--- src/multi_channel_wait_timer_bank_assert.svh ---
// ----------------------------------------------------------------------------
// Assertion macros for the wait timer bank
// Shared concurrent assertion forms used by the controller and the datapath.
// ----------------------------------------------------------------------------
`ifndef MULTI_CHANNEL_WAIT_TIMER_BANK_ASSERT_SVH
`define MULTI_CHANNEL_WAIT_TIMER_BANK_ASSERT_SVH

// same-cycle implication
`define MCWTB_ASSERT_IMPL(label, clk, rst_n, ante, cons, msg) \
    label: assert property (@(posedge clk) disable iff (!rst_n) (ante) |-> (cons)) \
        else $error(msg);

// next-cycle implication
`define MCWTB_ASSERT_NEXT(label, clk, rst_n, ante, cons, msg) \
    label: assert property (@(posedge clk) disable iff (!rst_n) (ante) |=> (cons)) \
        else $error(msg);

`endif

--- src/mcwtb_pkg.sv ---
// ----------------------------------------------------------------------------
// mcwtb_pkg
// Types, codes and defaults shared by the wait timer bank modules.
// ----------------------------------------------------------------------------
package mcwtb_pkg;

    localparam int NUM_SLOTS_DEF    = 16;
    localparam int MAX_WAITERS_DEF  = 15;
    localparam int PERIOD_WIDTH_DEF = 32;

    localparam int REQ_W       = 2;
    localparam int IN_TDATA_W  = 40;   // slot 4, period 32, repeat 1, pad
    localparam int OUT_TDATA_W = 16;   // status 2, blocked 1, slot 4, released 4, pad
    localparam int MASK_W      = 16;

    typedef enum logic [1:0] {
        REQ_TICK   = 2'd0,
        REQ_SET    = 2'd1,
        REQ_CANCEL = 2'd2,
        REQ_WAIT   = 2'd3
    } t_req_type;

    typedef enum logic [1:0] {
        STAT_OK         = 2'd0,
        STAT_BAD_PERIOD = 2'd1,
        STAT_FULL       = 2'd2
    } t_status;

    typedef enum logic [2:0] {
        S_IDLE,
        S_REQ_EX,
        S_SCAN_RD,
        S_SCAN_EX,
        S_FLUSH
    } t_state;

    typedef struct packed {
        logic accept;     // capture request, read slot stores
        logic req_ex;     // execute set/cancel/wait, push result
        logic rd_scan;    // read stores of the scan slot
        logic scan_ex;    // update scan slot, advance
        logic scan_skip;  // inactive slot, advance
        logic flush;      // push final tick result
    } t_cmd;

    typedef struct packed {
        logic in_is_tick;
        logic out_free;
        logic scan_active;
        logic scan_last;
        logic expire;
        logic pend_valid;
    } t_stat;

endpackage

--- src/mcwtb_ctrl.sv ---
// ----------------------------------------------------------------------------
// mcwtb_ctrl
// Sequencer: takes one request at a time, walks the slots on a tick.
// ----------------------------------------------------------------------------
`include "multi_channel_wait_timer_bank_assert.svh"

module mcwtb_ctrl
    import mcwtb_pkg::*;
(
    input  logic  i_clk,
    input  logic  i_rst_n,
    input  logic  i_in_valid,
    output logic  o_in_ready,
    input  t_stat i_stat,
    output t_cmd  o_cmd
);

    t_state r_state;
    t_state n_state;
    logic   w_stall;

    // a second expiry needs the output register to take the held one
    assign w_stall = i_stat.expire && i_stat.pend_valid && !i_stat.out_free;

    always_ff @(posedge i_clk) begin
        if (!i_rst_n) begin
            r_state <= S_IDLE;
        end else begin
            r_state <= n_state;
        end
    end

    always_comb begin
        n_state = r_state;
        case (r_state)
            S_IDLE: begin
                if (i_in_valid) begin
                    n_state = i_stat.in_is_tick ? S_SCAN_RD : S_REQ_EX;
                end
            end
            S_REQ_EX: begin
                if (i_stat.out_free) begin
                    n_state = S_IDLE;
                end
            end
            S_SCAN_RD: begin
                if (i_stat.scan_active) begin
                    n_state = S_SCAN_EX;
                end else if (i_stat.scan_last) begin
                    n_state = S_FLUSH;
                end
            end
            S_SCAN_EX: begin
                if (!w_stall) begin
                    n_state = i_stat.scan_last ? S_FLUSH : S_SCAN_RD;
                end
            end
            S_FLUSH: begin
                if (i_stat.out_free) begin
                    n_state = S_IDLE;
                end
            end
            default: n_state = S_IDLE;
        endcase
    end

    always_comb begin
        o_cmd      = '0;
        o_in_ready = 1'b0;
        case (r_state)
            S_IDLE: begin
                o_in_ready   = 1'b1;
                o_cmd.accept = i_in_valid;
            end
            S_REQ_EX:  o_cmd.req_ex = i_stat.out_free;
            S_SCAN_RD: begin
                o_cmd.rd_scan   = i_stat.scan_active;
                o_cmd.scan_skip = !i_stat.scan_active;
            end
            S_SCAN_EX: o_cmd.scan_ex = !w_stall;
            S_FLUSH:   o_cmd.flush = i_stat.out_free;
            default: o_cmd = '0;
        endcase
    end

    `MCWTB_ASSERT_NEXT(a_scan_ex_leaves, i_clk, i_rst_n, r_state == S_SCAN_EX && !w_stall, r_state != S_SCAN_EX, "scan step did not advance")
    `MCWTB_ASSERT_NEXT(a_flush_holds, i_clk, i_rst_n, r_state == S_FLUSH && !i_stat.out_free, r_state == S_FLUSH, "flush left with output busy")
    `MCWTB_ASSERT_NEXT(a_req_done, i_clk, i_rst_n, r_state == S_REQ_EX && i_stat.out_free, r_state == S_IDLE, "request did not complete")

endmodule

--- src/mcwtb_datapath.sv ---
// ----------------------------------------------------------------------------
// mcwtb_datapath
// Slot stores, flags, expiry arithmetic, pending expiry and output register.
// ----------------------------------------------------------------------------
`include "multi_channel_wait_timer_bank_assert.svh"

module mcwtb_datapath
    import mcwtb_pkg::*;
#(
    parameter int NUM_SLOTS    = NUM_SLOTS_DEF,
    parameter int MAX_WAITERS  = MAX_WAITERS_DEF,
    parameter int PERIOD_WIDTH = PERIOD_WIDTH_DEF
)(
    input  logic                   i_clk,
    input  logic                   i_rst_n,
    input  logic [REQ_W-1:0]       i_s_axis_tuser,
    input  logic [IN_TDATA_W-1:0]  i_s_axis_tdata,
    output logic                   o_m_axis_tvalid,
    input  logic                   i_m_axis_tready,
    output logic [OUT_TDATA_W-1:0] o_m_axis_tdata,
    output logic                   o_m_axis_tuser,
    output logic                   o_m_axis_tlast,
    input  logic                   i_cfg_wr_en,
    input  logic [MASK_W-1:0]      i_cfg_wr_data,
    input  t_cmd                   i_cmd,
    output t_stat                  o_stat
);

    localparam int SLOT_W = (NUM_SLOTS > 1) ? $clog2(NUM_SLOTS) : 1;
    localparam int WC_W   = $clog2(MAX_WAITERS + 1);
    localparam logic [6:0]      NSLOT_V = 7'(NUM_SLOTS);
    localparam logic [WC_W-1:0] MAXW_V  = WC_W'(MAX_WAITERS);

    // request registers
    t_req_type               r_req;
    logic [3:0]              r_slot;
    logic [PERIOD_WIDTH-1:0] r_period;
    logic                    r_repeat;

    logic [MASK_W-1:0]       r_mask;

    // slot stores
    logic [PERIOD_WIDTH-1:0] r_period_mem [NUM_SLOTS];
    logic [PERIOD_WIDTH-1:0] r_elapsed_mem [NUM_SLOTS];
    logic [WC_W-1:0]         r_waiter_mem [NUM_SLOTS];
    logic [PERIOD_WIDTH-1:0] r_per_rd;
    logic [PERIOD_WIDTH-1:0] r_ela_rd;
    logic [WC_W-1:0]         r_wc_rd;
    logic                    r_wv_rd;

    logic [NUM_SLOTS-1:0]    r_active;
    logic [NUM_SLOTS-1:0]    r_periodic;
    logic [NUM_SLOTS-1:0]    r_signaled;
    logic [NUM_SLOTS-1:0]    r_wvalid;   // waiter count entry written since last release

    logic [SLOT_W-1:0]       r_cnt;
    logic                    r_pend_valid;
    logic [3:0]              r_pend_slot;
    logic [3:0]              r_pend_rel;

    logic                    r_out_valid;
    t_status                 r_out_status;
    logic                    r_out_blocked;
    logic                    r_out_expired;
    logic [3:0]              r_out_slot;
    logic [3:0]              r_out_rel;
    logic                    r_out_last;

    logic [SLOT_W-1:0]       w_slot_a;
    logic [SLOT_W-1:0]       w_rd_addr;
    logic                    w_slot_ok;
    logic                    w_period_zero;
    logic [WC_W-1:0]         w_wc;
    logic                    w_full;
    logic                    w_sig;
    logic                    w_set_wr;
    logic                    w_cancel;
    logic                    w_wait_inc;
    logic                    w_wait_ok;
    logic [PERIOD_WIDTH-1:0] w_ela_inc;
    logic                    w_expire;
    logic                    w_manual;
    logic                    w_ela_we;
    logic [SLOT_W-1:0]       w_ela_addr;
    logic [PERIOD_WIDTH-1:0] w_ela_data;
    logic                    w_out_free;
    logic                    w_push;
    logic                    w_push_scan;
    logic                    w_scan_exp;
    t_status                 w_req_status;

    assign w_slot_a      = SLOT_W'(r_slot);
    assign w_slot_ok     = {3'd0, r_slot} < NSLOT_V;
    assign w_period_zero = (r_period == '0);
    assign w_rd_addr     = i_cmd.accept ? SLOT_W'(i_s_axis_tdata[3:0]) : r_cnt;

    assign w_wc      = r_wv_rd ? r_wc_rd : '0;
    assign w_full    = (w_wc >= MAXW_V);
    assign w_sig     = r_signaled[w_slot_a];
    assign w_wait_ok = (r_req == REQ_WAIT) && w_slot_ok && !w_sig;

    assign w_set_wr   = i_cmd.req_ex && (r_req == REQ_SET) && w_slot_ok && !w_period_zero;
    assign w_cancel   = i_cmd.req_ex && (r_req == REQ_CANCEL) && w_slot_ok;
    assign w_wait_inc = i_cmd.req_ex && w_wait_ok && !w_full;

    always_comb begin
        if ((r_req == REQ_SET) && w_period_zero) begin
            w_req_status = STAT_BAD_PERIOD;
        end else if (w_wait_ok && w_full) begin
            w_req_status = STAT_FULL;
        end else begin
            w_req_status = STAT_OK;
        end
    end

    // elapsed count saturates at all ones
    assign w_ela_inc  = (r_ela_rd == '1) ? r_ela_rd : r_ela_rd + 1'b1;
    assign w_expire   = (w_ela_inc >= r_per_rd);
    assign w_manual   = (7'(r_cnt) < 7'd16) && r_mask[4'(r_cnt)];
    assign w_scan_exp = i_cmd.scan_ex && w_expire;

    assign w_ela_we   = w_set_wr || i_cmd.scan_ex;
    assign w_ela_addr = w_set_wr ? w_slot_a : r_cnt;
    assign w_ela_data = (w_set_wr || (w_expire && r_periodic[r_cnt])) ? '0 : w_ela_inc;

    assign w_out_free  = !r_out_valid || i_m_axis_tready;
    assign w_push_scan = w_scan_exp && r_pend_valid;
    assign w_push      = i_cmd.req_ex || i_cmd.flush || w_push_scan;

    always_ff @(posedge i_clk) begin
        if (w_set_wr) begin
            r_period_mem[w_slot_a] <= r_period;
        end
        if (w_ela_we) begin
            r_elapsed_mem[w_ela_addr] <= w_ela_data;
        end
        if (w_wait_inc) begin
            r_waiter_mem[w_slot_a] <= w_wc + 1'b1;
        end
        if (i_cmd.accept || i_cmd.rd_scan) begin
            r_per_rd <= r_period_mem[w_rd_addr];
            r_ela_rd <= r_elapsed_mem[w_rd_addr];
            r_wc_rd  <= r_waiter_mem[w_rd_addr];
            r_wv_rd  <= r_wvalid[w_rd_addr];
        end
    end

    // request capture and payload registers
    always_ff @(posedge i_clk) begin
        if (i_cmd.accept) begin
            r_req    <= t_req_type'(i_s_axis_tuser);
            r_slot   <= i_s_axis_tdata[3:0];
            r_period <= PERIOD_WIDTH'(i_s_axis_tdata[35:4]);
            r_repeat <= i_s_axis_tdata[36];
        end
        if (w_scan_exp) begin
            r_pend_slot <= 4'(r_cnt);
            r_pend_rel  <= 4'(w_wc);
        end
        if (w_push && i_cmd.req_ex) begin
            r_out_status  <= w_req_status;
            r_out_blocked <= w_wait_ok && !w_full;
            r_out_expired <= 1'b0;
            r_out_slot    <= '0;
            r_out_rel     <= '0;
            r_out_last    <= 1'b1;
        end else if (w_push) begin
            r_out_status  <= STAT_OK;
            r_out_blocked <= 1'b0;
            r_out_expired <= r_pend_valid;
            r_out_slot    <= r_pend_valid ? r_pend_slot : 4'd0;
            r_out_rel     <= r_pend_valid ? r_pend_rel : 4'd0;
            r_out_last    <= i_cmd.flush;
        end
    end

    always_ff @(posedge i_clk) begin
        if (!i_rst_n) begin
            r_mask       <= '0;
            r_active     <= '0;
            r_periodic   <= '0;
            r_signaled   <= '0;
            r_wvalid     <= '0;
            r_cnt        <= '0;
            r_pend_valid <= 1'b0;
            r_out_valid  <= 1'b0;
        end else begin
            if (i_cfg_wr_en) begin
                r_mask <= i_cfg_wr_data;
            end
            if (w_set_wr) begin
                r_active[w_slot_a]   <= 1'b1;
                r_periodic[w_slot_a] <= r_repeat;
                r_signaled[w_slot_a] <= 1'b0;
            end
            if (w_cancel) begin
                r_active[w_slot_a] <= 1'b0;
            end
            if (w_wait_inc) begin
                r_wvalid[w_slot_a] <= 1'b1;
            end
            if (w_scan_exp) begin
                r_wvalid[r_cnt] <= 1'b0;
                if (w_manual) begin
                    r_signaled[r_cnt] <= 1'b1;
                end
                if (!r_periodic[r_cnt]) begin
                    r_active[r_cnt] <= 1'b0;
                end
            end
            if (i_cmd.accept) begin
                r_cnt        <= '0;
                r_pend_valid <= 1'b0;
            end else begin
                if (i_cmd.scan_ex || i_cmd.scan_skip) begin
                    r_cnt <= r_cnt + 1'b1;
                end
                if (w_scan_exp) begin
                    r_pend_valid <= 1'b1;
                end
            end
            if (w_push) begin
                r_out_valid <= 1'b1;
            end else if (i_m_axis_tready) begin
                r_out_valid <= 1'b0;
            end
        end
    end

    assign o_m_axis_tvalid = r_out_valid;
    assign o_m_axis_tdata  = {5'd0, r_out_rel, r_out_slot, r_out_blocked, r_out_status};
    assign o_m_axis_tuser  = r_out_expired;
    assign o_m_axis_tlast  = r_out_last;

    assign o_stat.in_is_tick  = (t_req_type'(i_s_axis_tuser) == REQ_TICK);
    assign o_stat.out_free    = w_out_free;
    assign o_stat.scan_active = r_active[r_cnt];
    assign o_stat.scan_last   = (r_cnt == SLOT_W'(NUM_SLOTS - 1));
    assign o_stat.expire      = w_expire;
    assign o_stat.pend_valid  = r_pend_valid;

    `MCWTB_ASSERT_IMPL(a_push_free, i_clk, i_rst_n, w_push, w_out_free, "result pushed over a held result")
    `MCWTB_ASSERT_IMPL(a_non_expiry_last, i_clk, i_rst_n, r_out_valid && !r_out_expired, r_out_last, "non-expiry result not marked last")
    `MCWTB_ASSERT_NEXT(a_oneshot_stops, i_clk, i_rst_n, w_scan_exp && !r_periodic[r_cnt], !r_active[$past(r_cnt)], "one-shot slot still active after expiry")

endmodule

--- src/multi_channel_wait_timer_bank.sv ---
// ----------------------------------------------------------------------------
// multi_channel_wait_timer_bank
// Bank of one-shot/periodic wait timers driven by tick, set, cancel and wait
// requests, reporting expiries in ascending slot order.
// ----------------------------------------------------------------------------
//   channel  | dir | tdata (low bit up)                           | tuser    | tlast
//   s_axis   | in  | slot_index, period_ticks, repeat_mode        | req_type | -
//   m_axis   | out | status, blocked, expired_slot, waiters_rel.  | expired  | last
//   cfg      | in  | manual_reset_mask (write enable + data)      | -        | -
//
// Set, cancel, wait: accept captures the request and reads its slot stores; the result
// is registered in the execute state once m_axis is free. Tick: the walk takes one slot
// at a time, reads an active slot's period/elapsed/waiter stores, skips inactive ones.
// Reset (synchronous, active low) clears flags, mask and control; no sweep.
// A result waiting on m_axis holds the walk only when a further result is due.
// ----------------------------------------------------------------------------
module multi_channel_wait_timer_bank
    import mcwtb_pkg::*;
#(
    parameter int NUM_SLOTS    = NUM_SLOTS_DEF,
    parameter int MAX_WAITERS  = MAX_WAITERS_DEF,
    parameter int PERIOD_WIDTH = PERIOD_WIDTH_DEF
)(
    input  logic                   i_clk,
    input  logic                   i_rst_n,
    input  logic                   i_s_axis_tvalid,
    output logic                   o_s_axis_tready,
    input  logic [IN_TDATA_W-1:0]  i_s_axis_tdata,   // slot_index, period_ticks, repeat_mode
    input  logic [REQ_W-1:0]       i_s_axis_tuser,   // req_type
    output logic                   o_m_axis_tvalid,
    input  logic                   i_m_axis_tready,
    output logic [OUT_TDATA_W-1:0] o_m_axis_tdata,   // status, blocked, expired_slot, waiters_released
    output logic                   o_m_axis_tuser,   // expired
    output logic                   o_m_axis_tlast,
    input  logic                   i_cfg_wr_en,
    input  logic [MASK_W-1:0]      i_cfg_wr_data
);

    t_cmd  w_cmd;
    t_stat w_stat;

    mcwtb_ctrl u_ctrl (
        .i_clk      (i_clk),
        .i_rst_n    (i_rst_n),
        .i_in_valid (i_s_axis_tvalid),
        .o_in_ready (o_s_axis_tready),
        .i_stat     (w_stat),
        .o_cmd      (w_cmd)
    );

    mcwtb_datapath #(
        .NUM_SLOTS    (NUM_SLOTS),
        .MAX_WAITERS  (MAX_WAITERS),
        .PERIOD_WIDTH (PERIOD_WIDTH)
    ) u_datapath (
        .i_clk           (i_clk),
        .i_rst_n         (i_rst_n),
        .i_s_axis_tuser  (i_s_axis_tuser),
        .i_s_axis_tdata  (i_s_axis_tdata),
        .o_m_axis_tvalid (o_m_axis_tvalid),
        .i_m_axis_tready (i_m_axis_tready),
        .o_m_axis_tdata  (o_m_axis_tdata),
        .o_m_axis_tuser  (o_m_axis_tuser),
        .o_m_axis_tlast  (o_m_axis_tlast),
        .i_cfg_wr_en     (i_cfg_wr_en),
        .i_cfg_wr_data   (i_cfg_wr_data),
        .i_cmd           (w_cmd),
        .o_stat          (w_stat)
    );

endmodule
--- config.mk ---
export PLATFORM = sky130hd
export DESIGN_NAME = multi_channel_wait_timer_bank
export DESIGN_NICKNAME = d
export VERILOG_FILES = /design/src/mcwtb_pkg.sv /design/src/mcwtb_ctrl.sv /design/src/mcwtb_datapath.sv /design/src/multi_channel_wait_timer_bank.sv
export VERILOG_INCLUDE_DIRS = /design/src /design/src/src
export SDC_FILE = /design/constraint.sdc
export NUM_CORES = 2
export LEC_CHECK = 0
export ABC_AREA = 1
export BUFFER_PORTS_ARGS = -buffer_cell sky130_fd_sc_hd__buf_2
export CELL_PAD_IN_SITES_DETAIL_PLACEMENT = 1
export CELL_PAD_IN_SITES_GLOBAL_PLACEMENT = 2
export CORE_AREA = 2 2 352 354
export DETAILED_ROUTE_END_ITERATION = 8
export DIE_AREA = 0 0 354 356
export PLACE_DENSITY = 0.81
export SYNTH_ARGS = -nofsm -noshare
export SYNTH_HDL_FRONTEND = slang
export SYNTH_SLANG_ARGS = --single-unit
--- constraint.sdc ---
create_clock -name i_clk -period 8.13 [get_ports i_clk]
set_input_delay 1.626 -clock i_clk [delete_from_list [all_inputs] [get_ports i_clk]]
set_output_delay 1.626 -clock i_clk [all_outputs]
set_load 0.01 [all_outputs]
* Word level (Yosys, flattened, before mapping) *
Memory sizes are Yosys's and may differ from the RTL's. A register that Yosys moved wholly into a read port is not among the register bits.
Cells that the tools add are included.
W data, S select, Z words.

operators by class
  add/sub/neg operators = 3
  $lt $le $gt $ge = 7
  eq/ne operators = 13
  multiplexer cells = 64
  bitwise logic cells = 10
  reductions and logical operators = 39

operators by type and width
  operator                 count
  $mux W16                 13
  $and A16 B16 Y16         4
  $mux W32                 2
  $or A16 B16 Y16          3
  $add A32 B1 Y32 const B  1
  $eq A32 B32 Y1 const B   1
  $ge A32 B32 Y1           1
  $logic_not A32 Y1        1
  $not A16 Y16             2
  $mux W1                  24
  $bmux W1 S4              5
  $mux W4                  5
  $mux W3                  6
  $logic_and A1 B1 Y1      17
  $bwmux W16               1
  $lt A4 B5 Y1 const B     3
  $pmux W3 S4              1
  $mux W2                  5
  $add A4 B1 Y4 const B    2
  $demux W1 S4             2
  $ge A4 B1 Y1 const B     2
  $logic_not A1 Y1         7
  $logic_or A1 B1 Y1       7
  $eq A3 B2 Y1 const B     2
  other kinds (15)         19

storage, ports and cells
  flip-flop bits (word level) = 150
  memory bits (writable) = 1,088
  input port bits = 63
  output and inout bits = 20
  logic and storage cells = 161
  memories = 3

memory list
  name                      words  bits a word  rd ports  clocked after memory_dff  wr ports  RTL line              text
  u_datapath.r_elapsed_mem  16     32           1         1                         1         mcwtb_datapath.sv:44  logic [PERIOD_WIDTH-1:0] r_elapsed_mem [NUM_SLOTS];
  u_datapath.r_period_mem   16     32           1         1                         1         mcwtb_datapath.sv:43  logic [PERIOD_WIDTH-1:0] r_period_mem [NUM_SLOTS];
  u_datapath.r_waiter_mem   16     4            1         1                         1         mcwtb_datapath.sv:45  logic [WC_W-1:0] r_waiter_mem [NUM_SLOTS];

* Logic depth before layout (Yosys ltp) *
  depth in word-level cells = 13
  mapped depth = 27
  depth with buffers taken out = 27

* Hierarchy *
A second synthesis with hierarchy kept.

unflattened totals
  cells, all modules = 4,871
  area total of the unflattened synthesis = 55,341.8 sq um

modules (own cells, without submodules)
  module          times used  cells an instance  area an instance (sq um)
  mcwtb_datapath  1           4,812              55,007.8
  mcwtb_ctrl      1           59                 334.1

* Worst setup path after synthesis *
Ideal clock, no wire load.

  path kind = flip-flop to flip-flop
  start point = register u_datapath.r_cnt[1]
  end point = register u_datapath.r_ela_rd[0] (read register of u_datapath.r_elapsed_mem) (enable)
  arrival time = 6,013 ps
  path slack = 1,526 ps
  cell stages (with the launch flop) = 11
  buffers on the path = 2
  period minus slack after synthesis = 6,604 ps
  cells stage by stage = dfxtp_1 > buf_2 > inv_1 > buf_2 > nor2_1 > o21ai_0 > nand2_1 > nand2_1 > nand2_1 > nor2_1 > o21ai_0

on the way
  word-level cells in the longest chain between the ends = 4
  elaborated cells between the ends (all ways) = 5
  those cells by class = mux: 4; reduce/logical: 1

ends and longest elaborated chain
  item                           RTL line               text
  start, declared                mcwtb_datapath.sv:56   logic [SLOT_W-1:0] r_cnt;
  start signal, assigned         mcwtb_datapath.sv:216  r_cnt <= r_cnt + 1'b1;
  $bmux W1 S4                    mcwtb_datapath.sv:237  assign o_stat.scan_active = r_active[r_cnt];
  $mux W1 (not written as such)  mcwtb_datapath.sv:237
  $mux W1                        mcwtb_ctrl.sv:70       case (r_state)
  $logic_or A1 B1 Y1             mcwtb_datapath.sv:140  if (i_cmd.accept || i_cmd.rd_scan) begin
  end, declared                  mcwtb_datapath.sv:47   logic [PERIOD_WIDTH-1:0] r_ela_rd;

Several ways; a longest one is shown, not always the timed one. The select of a mux whose other input is x is not followed.
A chain may end at the register's enable or synchronous reset.

* Worst setup path after layout *
  start point = register u_datapath.r_ela_rd[0] (read register of u_datapath.r_elapsed_mem)
  end point = memory u_datapath.r_elapsed_mem[3][9] (netlist bit) (enable)

on the way
  word-level cells in the longest chain between the ends = 10
  elaborated cells between the ends (all ways) = 11
  those cells by class = add/sub: 1; order compare: 1; eq/ne: 1; mux: 4; reduce/logical: 4

ends and longest elaborated chain
  item                                                      RTL line               text
  $add A32 B1 Y32 / $eq A32 B32 Y1 (equally long branches)  mcwtb_datapath.sv:117  assign w_ela_inc = (r_ela_rd == '1) ? r_ela_rd : r_ela_rd + 1'b1;
  $mux W32 (*)                                              mcwtb_datapath.sv:117
  $ge A32 B32 Y1 (*)                                        mcwtb_datapath.sv:118  assign w_expire = (w_ela_inc >= r_per_rd);
  $logic_and A1 B1 Y1 (*) (2 in series)                     mcwtb_ctrl.sv:23       assign w_stall = i_stat.expire && i_stat.pend_valid && !i_stat.out_free;
  $logic_not A1 Y1 (*)                                      --
  $mux W1 (*)                                               mcwtb_ctrl.sv:70
  $logic_or A1 B1 Y1 (*)                                    mcwtb_datapath.sv:122  assign w_ela_we = w_set_wr || i_cmd.scan_ex;
  $mux W1 (*)                                               mcwtb_datapath.sv:134  if (w_ela_we) begin
  $mux W1 (not written as such) (*)                         mcwtb_datapath.sv:135  r_elapsed_mem[w_ela_addr] <= w_ela_data;
  end, declared                                             mcwtb_datapath.sv:44

Every way passes the cells marked *; elsewhere a longest branch is shown, timed or not.

==> impl_metrics.env <==
export IMPL_critPathMostFrequentCell="nand2_1"
export IMPL_hp_start="u_datapath.r_periodic[1]$_SDFFE_PN0P_"
export IMPL_layout_setup_ws_ps=2310
export IMPL_nets=4393
export IMPL_htree_num_levels=4
export IMPL_cap_violations=0
export IMPL_slew_viol_final=0
export IMPL_status="finished, final reports clean"
export IMPL_hold_class="flop to flop"
export IMPL_drtIter0Drc=3245
export IMPL_cts_tree="built"
export IMPL_grt_pass1_vias=36455
export IMPL_grt_setup_unrepaired="no"
export IMPL_clkTransAtPathRegs_ps=60
export IMPL_worstMarginPinSlew_ps=1320
export IMPL_grt_first_pass_wirelength_um=226000
export IMPL_yosys_area_top_type_share=0.678
export IMPL_leakagePower_uw=0.0195
export IMPL_r2r_end="u_datapath.r_elapsed_mem[3][9]$_DFFE_PP_"
export IMPL_ys_types=51
export IMPL_netlist_instances=4274
export IMPL_core_area_mm2=0.123
export IMPL_synthArstFlopShare=0
export IMPL_cts_resized=0
export IMPL_synth_top_cells_by_area="edfxtp_1 68%, o21ai_0 5.6%, nor2_1 4.9%"
export IMPL_dp_hpwl_um=82300
export IMPL_ir_worst_vdd_uv=295
export IMPL_crit_chain="ha_1 -> nand2_1 -> nor2_1 -> nand2_1 -> nor2_1 -> nand4_1 -> buf_4 -> nand2_1 -> ha_1 -> a21oi_1 -> nor2_1 -> nor2_1 -> nand3_1 -> nor2_1 -> nand2_1 -> nand2_1 -> nand2_1 -> nand2_1 -> nand3_1 -> nor2_4 -> buf_4"
export IMPL_required_ps=8580
export IMPL_cts_sinks=1306
export IMPL_routed_via_density=5.79
export IMPL_syn_area_mm2=0.0534
export IMPL_wirelength_um=151000
export IMPL_cp_slowest_cell="nor2_4"
export IMPL_synthFlopType="edfxtp_1"
export IMPL_seq_area_frac_synth=0.715
export IMPL_cts_root_buffer="clkbuf_16"
export IMPL_antenna_found_initial=3
export IMPL_hold_viol=0
export IMPL_avgRoutedWirePerCell_um=25.0
export IMPL_dieArea_mm2=0.126
export IMPL_ys_warnings_count=0
export IMPL_ff2ff_setup_slack_ps=2310
export IMPL_place_ws_ps=2340
export IMPL_place_inst=5785
export IMPL_syn_avg_cell_area_um2=12.5
export IMPL_num_vias=34974
export IMPL_reg2reg_from="u_datapath.r_ela_rd[0]$_DFFE_PP_"
export IMPL_path_delay_family="simple AND/OR/NAND/NOR gates"
export IMPL_r2r_cells=21
export IMPL_layout_common_cells="1207 x edfxtp_1, 668 x nor2_1, 596 x o21ai_0"
export IMPL_fin_cells=6044
export IMPL_whs_endpoint="u_datapath.r_periodic[1]$_SDFFE_PN0P_"
export IMPL_diodes=0
export IMPL_place_congestion=0.866
export IMPL_period_needed_ps=5820
export IMPL_grt_max_degree=257
export IMPL_hold_buffers=0
export IMPL_initial_core_util=0.436
export IMPL_fin_crit_sh=0.716
export IMPL_synthToLayoutAreaGrowth_pct=11.7
export IMPL_end_kind="flop"
export IMPL_clk_path_buf_depth=3
export IMPL_synth_top_area_cell="edfxtp_1"
export IMPL_fin_area_mm2=0.0597
export IMPL_drtPass1Iterations=5
export IMPL_start_kind="flop"
export IMPL_grt_total_usage=0.237
export IMPL_drc=0
export IMPL_setup_violations=0
export IMPL_slowest_delay_ps=980
export IMPL_final_common_cell="edfxtp_1"
export IMPL_synth_seq_cells=1306
export IMPL_tns_ps=0
export IMPL_cts_setup_buffers=0
export IMPL_pwr_density_cell_mw_per_mm2=354
export IMPL_fin_worst_skew_ps=27.8
export IMPL_cts_buffers=142
export IMPL_fmax_mhz=172
export IMPL_insertion_delay_ps=780
export IMPL_synth_edff_count=1207
export IMPL_whs_ps=452
export IMPL_grt_overflow=0
export IMPL_path_buf_inv=2
export IMPL_place_area_mm2=0.0553
export IMPL_crit_type="flop to flop"
export IMPL_portBuffers=74
export IMPL_slew_headroom=0.123
export IMPL_die_y_um=356
export IMPL_worstPathArrival_ps=6270
export IMPL_antenna_left=0
export IMPL_row_count=129
export IMPL_crit_fanout=47
export IMPL_drive_gt1_frac=0.0887
export IMPL_die_width_um=354
export IMPL_io_pins=83
export IMPL_whs_path_depth=2
routing by layer:
layer / GRT usage / part of all wire
met1: 0.312 / 0.43
met3: 0.0381 / 0.051
met4: 0.0847 / 0.032
met5: 0 / 0.00016
met2: 0.400 / 0.49
flip-flops by register name (all words and copies together), names as in the netlist, 16 cells and up:
signal / flops
u_datapath.r_per_rd: 32
u_datapath.r_mask: 16
u_datapath.r_period_mem: 512
u_datapath.r_active: 16
u_datapath.r_waiter_mem: 64
u_datapath.r_wvalid: 16
u_datapath.r_ela_rd: 32
u_datapath.r_signaled: 16
u_datapath.r_elapsed_mem: 512
u_datapath.r_period: 32
u_datapath.r_periodic: 16
per-stage QoR:
stage               power, uW  utilization
finish                  21100        0.487
global route            22200        0.487
CTS                     21300        0.487
detailed placement      15100        0.451
global placement        14900        0.451
floorplan               13000            -
power breakdown:
| group | total [uW] | leakage (uW) | internal, uW | switching, uW |
|---|---|---|---|---|
| Combinational | 6040 | 0.00568 | 1540 | 4500 |
| Sequential | 8940 | 0.0117 | 8580 | 362 |
| Clock | 6140 | 0.00212 | 3480 | 2660 |
synthesized netlist by cell type (3+ instances only):
cell type     n
edfxtp_1   1207
nor2_1      700
o21ai_0     597
nand2_1     336
inv_1       164
o211ai_1    158
o221ai_1    134
clkbuf_1    116
a21oi_1     115
buf_2       103
nand3_1     103
dfxtp_1      99
o22ai_1      79
o21bai_1     78
o21ai_1      48
ha_1         38
nor3_1       26
buf_6        25
buf_4        24
xor2_1       21
nand4_1      20
a31oi_1      16
xnor2_1       9
buf_1         6
nor4_1        6
clkbuf_2      4
inv_2         4
a22o_1        3
inv_4         3
nand2_4       3
tightest hold or removal path: stages, from the launching register on:
cell,delay (ps)
dfxtp_1,300
inv_1,60
a21oi_1,50
final cells by class:
cell class,instances,area [um2]
Clock buffer,193,3870
Clock inverter,66,497
Fill cell,12600,63000
Inverter,173,686
Multi-Input combinational cell,2520,13400
Sequential cell,1306,38200
Tap cell,1637,2050
Timing Repair Buffer,149,996
worst max-delay path by stage:
| stage | end | startpoint | depth (start not counted) | slack [ps] |
|---|---|---|---|---|
| after floorplan | u_datapath.r_ela_rd[0]$_DFFE_PP_ | u_datapath.r_cnt[1]$_SDFFE_PP0P_ | 10 | 1530 |
| after global placement | u_datapath.r_elapsed_mem[3][2]$_DFFE_PP_ | u_datapath.r_ela_rd[0]$_DFFE_PP_ | 25 | 2430 |
| after detailed placement | u_datapath.r_elapsed_mem[3][12]$_DFFE_PP_ | u_datapath.r_ela_rd[0]$_DFFE_PP_ | 21 | 2340 |
| after CTS | u_datapath.r_elapsed_mem[3][9]$_DFFE_PP_ | u_datapath.r_ela_rd[0]$_DFFE_PP_ | 21 | 2310 |
| after global routing | u_datapath.r_elapsed_mem[3][9]$_DFFE_PP_ | u_datapath.r_ela_rd[0]$_DFFE_PP_ | 25 | 1950 |
| final | u_datapath.r_elapsed_mem[3][9]$_DFFE_PP_ | u_datapath.r_ela_rd[0]$_DFFE_PP_ | 21 | 2310 |
cells by family (layout without fill, tap and decap cells):
| group | Yosys count | count (layout) | share of synthesized area |
|---|---|---|---|
| other cells | 1 | 5 | 0.0000702 |
| simple gates | 1208 | 1208 | 0.0910 |
| buf+inv | 452 | 581 | 0.0398 |
| compound gates | 1239 | 1239 | 0.140 |
| xor+xnor | 30 | 30 | 0.00492 |
| flops | 1306 | 1306 | 0.715 |
| fa+ha+maj | 38 | 38 | 0.00890 |
Power figures use the tool's default switching activity.
